[src/rtl/brcc_pkg.sv]
// Shared types, codes and saturation helpers for the balance controller.
// No dependencies; imported by brcc_fmul, the top level and the checker.
package brcc_pkg;

    localparam int WORD_W = 32;
    localparam int ACC_W  = 36;

    typedef enum logic [0:0] {
        OP_TICK = 1'b0,
        OP_CMD  = 1'b1
    } t_op;

    localparam logic [2:0] REG_PROP_GAIN = 3'd0;
    localparam logic [2:0] REG_INT_GAIN  = 3'd1;
    localparam logic [2:0] REG_RATE_GAIN = 3'd2;
    localparam logic [2:0] REG_INT_LIMIT = 3'd3;
    localparam logic [2:0] REG_CROUCH    = 3'd4;
    localparam logic [2:0] REG_JUMP_END  = 3'd5;

    typedef enum logic [4:0] {
        S_IDLE,
        S_FLT_A, S_FLT_B, S_FLT_C,
        S_VEL_A, S_VEL_B, S_VEL_C, S_VEL_D, S_VEL_E,
        S_PIT_A, S_PIT_B, S_PIT_C,
        S_PID_A, S_PID_B, S_PID_C,
        S_OUT_A, S_OUT_B, S_OUT_C,
        S_LEG_A, S_LEG_B, S_LEG_C, S_LEG_D, S_LEG_E, S_LEG_F,
        S_DONE
    } t_state;

    function automatic logic signed [WORD_W-1:0] f_sat32(input logic signed [ACC_W-1:0] v);
        if (v > $signed(ACC_W'(32'h7FFF_FFFF))) begin
            return 32'sh7FFF_FFFF;
        end else if (v < -$signed(ACC_W'(33'h0_8000_0000))) begin
            return 32'sh8000_0000;
        end
        return v[WORD_W-1:0];
    endfunction

    function automatic logic signed [WORD_W-1:0] f_clamp(input logic signed [WORD_W-1:0] v,
                                                       input logic signed [WORD_W-1:0] lo,
                                                       input logic signed [WORD_W-1:0] hi);
        if (v > hi) begin
            return hi;
        end else if (v < lo) begin
            return lo;
        end
        return v;
    endfunction

endpackage

[src/rtl/brcc_fmul.sv]
// Shared fixed-point multiplier: registered 32x32 product, floor shift, saturation.
// Depends on brcc_pkg.
module brcc_fmul import brcc_pkg::*; #(
    parameter int FRAC_BITS = 16
) (
    input  logic                     i_clk,
    input  logic signed [WORD_W-1:0] i_a,
    input  logic signed [WORD_W-1:0] i_b,
    output logic signed [WORD_W-1:0] o_y
);

    logic signed [2*WORD_W-1:0] r_prod;
    logic signed [2*WORD_W-1:0] w_sh;

    always_ff @(posedge i_clk) begin
        r_prod <= i_a * i_b;
    end

    // Arithmetic shift right rounds toward minus infinity.
    assign w_sh = r_prod >>> FRAC_BITS;

    always_comb begin
        if (w_sh > 64'sd2147483647) begin
            o_y = 32'sh7FFF_FFFF;
        end else if (w_sh < -64'sd2147483648) begin
            o_y = 32'sh8000_0000;
        end else begin
            o_y = w_sh[WORD_W-1:0];
        end
    end

endmodule

[config.mk]
export PLATFORM = sky130hd
export DESIGN_NAME = brcc_fmul
export DESIGN_NICKNAME = d
export VERILOG_FILES = /design/src/rtl/brcc_pkg.sv /design/src/rtl/brcc_fmul.sv
export SDC_FILE = /design/constraint.sdc
export NUM_CORES = 2
export LEC_CHECK = 0
export BUFFER_PORTS_ARGS = -buffer_cell sky130_fd_sc_hd__buf_4
export CAP_MARGIN = 25
export CORE_ASPECT_RATIO = 1.5
export CORE_MARGIN = 2
export CORE_UTILIZATION = 60
export CTS_CLUSTER_DIAMETER = 80
export DETAILED_ROUTE_END_ITERATION = 6
export PLACE_DENSITY = 0.73
export SLEW_MARGIN = 20
export SYNTH_ARGS = -nofsm -noshare
export SYNTH_HDL_FRONTEND = slang
export SYNTH_SLANG_ARGS = --single-unit
[constraint.sdc]
create_clock -name i_clk -period 18.3 [get_ports i_clk]
set_input_delay 0.915 -clock i_clk [delete_from_list [all_inputs] [get_ports i_clk]]
set_output_delay 0.915 -clock i_clk [all_outputs]
set_load 0.02 [all_outputs]
# --- Word level (Yosys, flattened, before mapping) ---
# Index checks and enable logic that the tools add are counted.
# W data, S select, Z words.
totals:
  regBits: 64
  elab_cells: 6
  in_bits: 65
op_classes:
  n_lt_le_gt_ge: 2
  n_mul: 1
  mux: 2
ops:
  columns: ["op", "count"]
  rows:
  - ["$mul A32 B32 Y64", 1]
  - ["$mux W32", 2]
  - ["$gt A48 B32 Y1 const B", 1]
  - ["$lt A48 B32 Y1 const B", 1]

# --- Logic depth before layout (Yosys ltp) ---
depth:
  depth_word: 3
  mapped_depth: 28
  mapped_depth_nobuf: 27

# --- Least setup slack after synthesis ---
# Ideal clock, no wire load.
synth_timing:
  kind: "input port to flip-flop"
  start: "input port i_a[31]"
  end: "register r_prod[57]"
  t_arrival_ps: 8202
  slack_ps: 10026
  required_ps: 18228
  setup_ps: 72
  stages: 25
  cell_sequence: "clkbuf_1 -> nand2_1 -> inv_1 -> fa_1 -> inv_1 -> fa_1 -> inv_1 -> fa_1 -> fa_1 -> inv_1 -> fa_1 -> inv_1 -> fa_1 -> fa_1 -> fa_1 -> ha_1 -> and2_1 -> and3_1 -> nand4_1 -> nor2_1 -> a2111oi_0 -> a211oi_1 -> a311o_1 -> a211oi_2 -> xnor2_1"
synth_via:
  elab_chain_len: 1
synth_rtl:
  columns: ["item", "line", "source"]
  rows:
  - ["start, declared", "brcc_fmul.sv:7", "input logic signed [WORD_W-1:0] i_a,"]
  - ["$mul A32 B32 Y64", "brcc_fmul.sv:16", "r_prod <= i_a * i_b;"]
  - ["end signal, assigned", "brcc_fmul.sv:16", null]
  - ["end, declared", "brcc_fmul.sv:12", "logic signed [2*WORD_W-1:0] r_prod;"]
# No other way between the ends.

# --- Worst setup path after layout ---
layout_timing:
  start: "input port i_b[2]"
  end: "register r_prod[57]"
layout_via:
  elab_chain_len: 1
layout_rtl:
  columns: ["item", "line", "source"]
  rows:
  - ["start, declared", "brcc_fmul.sv:8", "input logic signed [WORD_W-1:0] i_b,"]
  - ["$mul A32 B32 Y64", "brcc_fmul.sv:16", null]
# No other way between the ends.

==> out/metrics.yaml <==
status:
  status: "finished clean"
synthesis:
  synth_fp_nets: 5232
  ys.flop_type: "dfxtp_1"
  synthMuxAreaShare_pct: 0.02703
  synthAdderAreaFrac_pct: 64.53
  synth_cell_type_count: 69
  synth_area_leaders: "fa_1, inv_1, and2_1"
  synth_top_area_share_pct: 58.45
  ys_warn_count: 0
  synth-xor-area-share_pct: 1.467
  synth_top_family_by_area: "adder cells"
  synth_compound_area_share_pct: 3.724
  syn_area_sq_um: 37030
  synth_largest_area_cell: "fa_1"
  synth_edf_count: 0
  seq_area_frac_synth_pct: 2.595
  syn_inst: 3906
  yosys.area_share.simple_pct: 15.70
  async_flop_share_pct: 0
  syn_avg_cell_area_sq_um: 9.479
  yosys_register_bits: 48
timing:
  maxClockFrequency_ghz: 0.1140
  min_period_ns: 8.773
  rsz0062_at_grt: "no"
  period_share_pct: 47.94
  setup_viol: 0
  drv_slew: 0
  worstMarginPinSlew_ns: 0.9946
  tns_ns: 0
  slew_headroom_pct: 33.62
  hold_viol: 0
cts:
  cts_buffers: 5
  cts_buffer_depth: 2
  ctsHtreeMaxLevel: 2
  ctsHoldBuffers: 0
  clkTransAtPathRegs_ns: 0.06
  post_cts_buffers: 0
  root_buffer: "clkbuf_16"
  cts_tree: "yes"
  cts_sinks: 48
  ctsResizeCount: 0
global_routing:
  track_usage_pct: 33.73
  overflow: 0
  grt_pass1_wl_mm: 157.9
  grt_max_degree: 33
  grt_pass1_vias: 29130
  antenna_found_initial: 2
die:
  io_pins: 97
  die_w_um: 206.8
  die_h_um: 308.2
  die_area_sq_um: 63750
  core.rowCount: 111
  start_util_pct: 60.59
  core_sq_um: 61110
route:
  wire_per_inst_um: 21.83
  routed_wl_mm: 100.3
  num_vias: 25930
  first_pass_iters: 5
  drc: 0
  drt_iter0_markers: 1458
  ant_nets: 0
  routed_via_density: 5.645
critical_path:
  crit_required_ns: 18.52
  crit_type: "primary input to flop"
  start_kind: "primary input"
  crit_arrival_ns: 9.00
  setup.worst_path.end_class: "flop"
  worst-path-max-fanout: 32
min_path:
  hp-start: "r_prod[36]$_DFF_P_"
  hold_depth: 2
  holdPathEnd: "o_y[20]"
  hold_class: "flop to output pin"
placement:
  dp_hpwl_mm: 83.36
  place_congestion: 0.9046
  port_buffers: 96
final_layout:
  layout_common_cells: "fa_1, inv_1, nand2_1"
  final_common_cell: "fa_1"
  area_delta_synth_final_pct: 2.974
  nets: 5127
  layout-drive-gt1-share_pct: 3.289
  max_flop_register: "r_prod"
  largest_reg_flops: 48
  top_regs: "r_prod: 48 flops"
job:
  maxCapViolCount: 0
worst max-delay path by stage:
stage                  from                 end  slack [ns]  cells past startpoint
floorplan           i_a[31]  r_prod[57]$_DFF_P_       10.03                     25
global placement     i_b[2]  r_prod[57]$_DFF_P_        9.43                     23
detailed placement   i_b[2]  r_prod[57]$_DFF_P_        9.23                     23
CTS                  i_b[6]  r_prod[57]$_DFF_P_        9.55                     25
global route         i_b[2]  r_prod[57]$_DFF_P_        9.08                     23
finish               i_b[2]  r_prod[57]$_DFF_P_        9.53                     23
final cells by class:
cell class                      instances  area (sq um)
Clock buffer                            6         128.9
Timing Repair Buffer                   98         735.7
Multi-Input combinational cell       2679         31660
Inverter                              969          3637
Clock inverter                          1         5.005
Fill cell                            5112         22980
Antenna cell                            2         5.005
Tap cell                              791         989.7
Sequential cell                        48         960.9
stage by stage:
| step | instances | util, % | area, sq um | setup slack, ns | hold slack, ns |
|---|---|---|---|---|---|
| 5_1_grt | 4592 | 62.38 | 38120 | 9.078 | 1.781 |
| 4_1_cts | 4592 | 62.38 | 38120 | 9.555 | 1.758 |
| 3_5_place_dp | 4585 | 62.16 | 37990 | 9.230 | 1.431 |
| 2_1_floorplan | 3906 | - | 37030 | 10.03 | 1.366 |
| 3_3_place_gp | 4585 | 62.16 | 37990 | 9.427 | 1.430 |
| 6_report | 4594 | 62.39 | 38130 | 9.527 | 1.739 |
kinds of logic (layout without fill, tap and decap cells):
family,after synthesis,count (layout)
AO/OA/AOI/OAI,197,197
AND/OR/NAND/NOR,1158,1158
multiplexers,1,1
other,0,2
flip-flops,48,48
adder cells (fa/ha/maj),1261,1261
XOR/XNOR,62,62
buffers and inverters,1179,1074
routing by layer:
metal  vias to the layer above  share of wire, %  global-route usage [%]
met1                     13560                29                   33.35
met3                       468               4.6                   4.036
met4                         0                12                   29.44
met5                         -                 0                       0
met2                      1032                54                   61.32
li1                      10870                 -                       -
critical path: stages:
cell and delay (ns):
buf_4 0.33, nand2_1 0.15, inv_1 0.16, fa_1 0.46, fa_1 0.49, fa_1 0.75, fa_1 0.99, inv_1 0.36
fa_1 0.57, inv_1 0.06, fa_1 0.54, fa_1 0.43, fa_1 0.48, ha_1 0.37, and2_1 0.24, and3_1 0.23
nand4_1 0.13, nor2_1 0.05, a2111oi_0 0.38, a211oi_1 0.17, a311o_1 0.31, a211oi_2 0.24, xnor2_1 0.13
cells in the mapped netlist, types with 3 or more instances:
| cell type | instances |
|---|---|
| xor2_1 | 24 |
| xnor2_1 | 38 |
| a31oi_1 | 3 |
| nand2b_1 | 11 |
| nor2_1 | 52 |
| a211oi_1 | 8 |
| nor4_1 | 5 |
| clkbuf_1 | 207 |
| and3_1 | 6 |
| nand3_1 | 14 |
| o21ai_1 | 3 |
| ha_1 | 180 |
| fa_1 | 1081 |
| a21oi_1 | 51 |
| o21ai_0 | 25 |
| dfxtp_1 | 48 |
| and2_1 | 512 |
| nand4_1 | 14 |
| o21a_1 | 5 |
| inv_1 | 969 |
| nor2b_1 | 4 |
| o21bai_1 | 6 |
| a21o_1 | 58 |
| nand2_1 | 521 |
| nor3_1 | 6 |
Power is left out: the tool's default activity adds up to more than one toggle a clock period on the data nets, which glitch-free logic cannot reach.
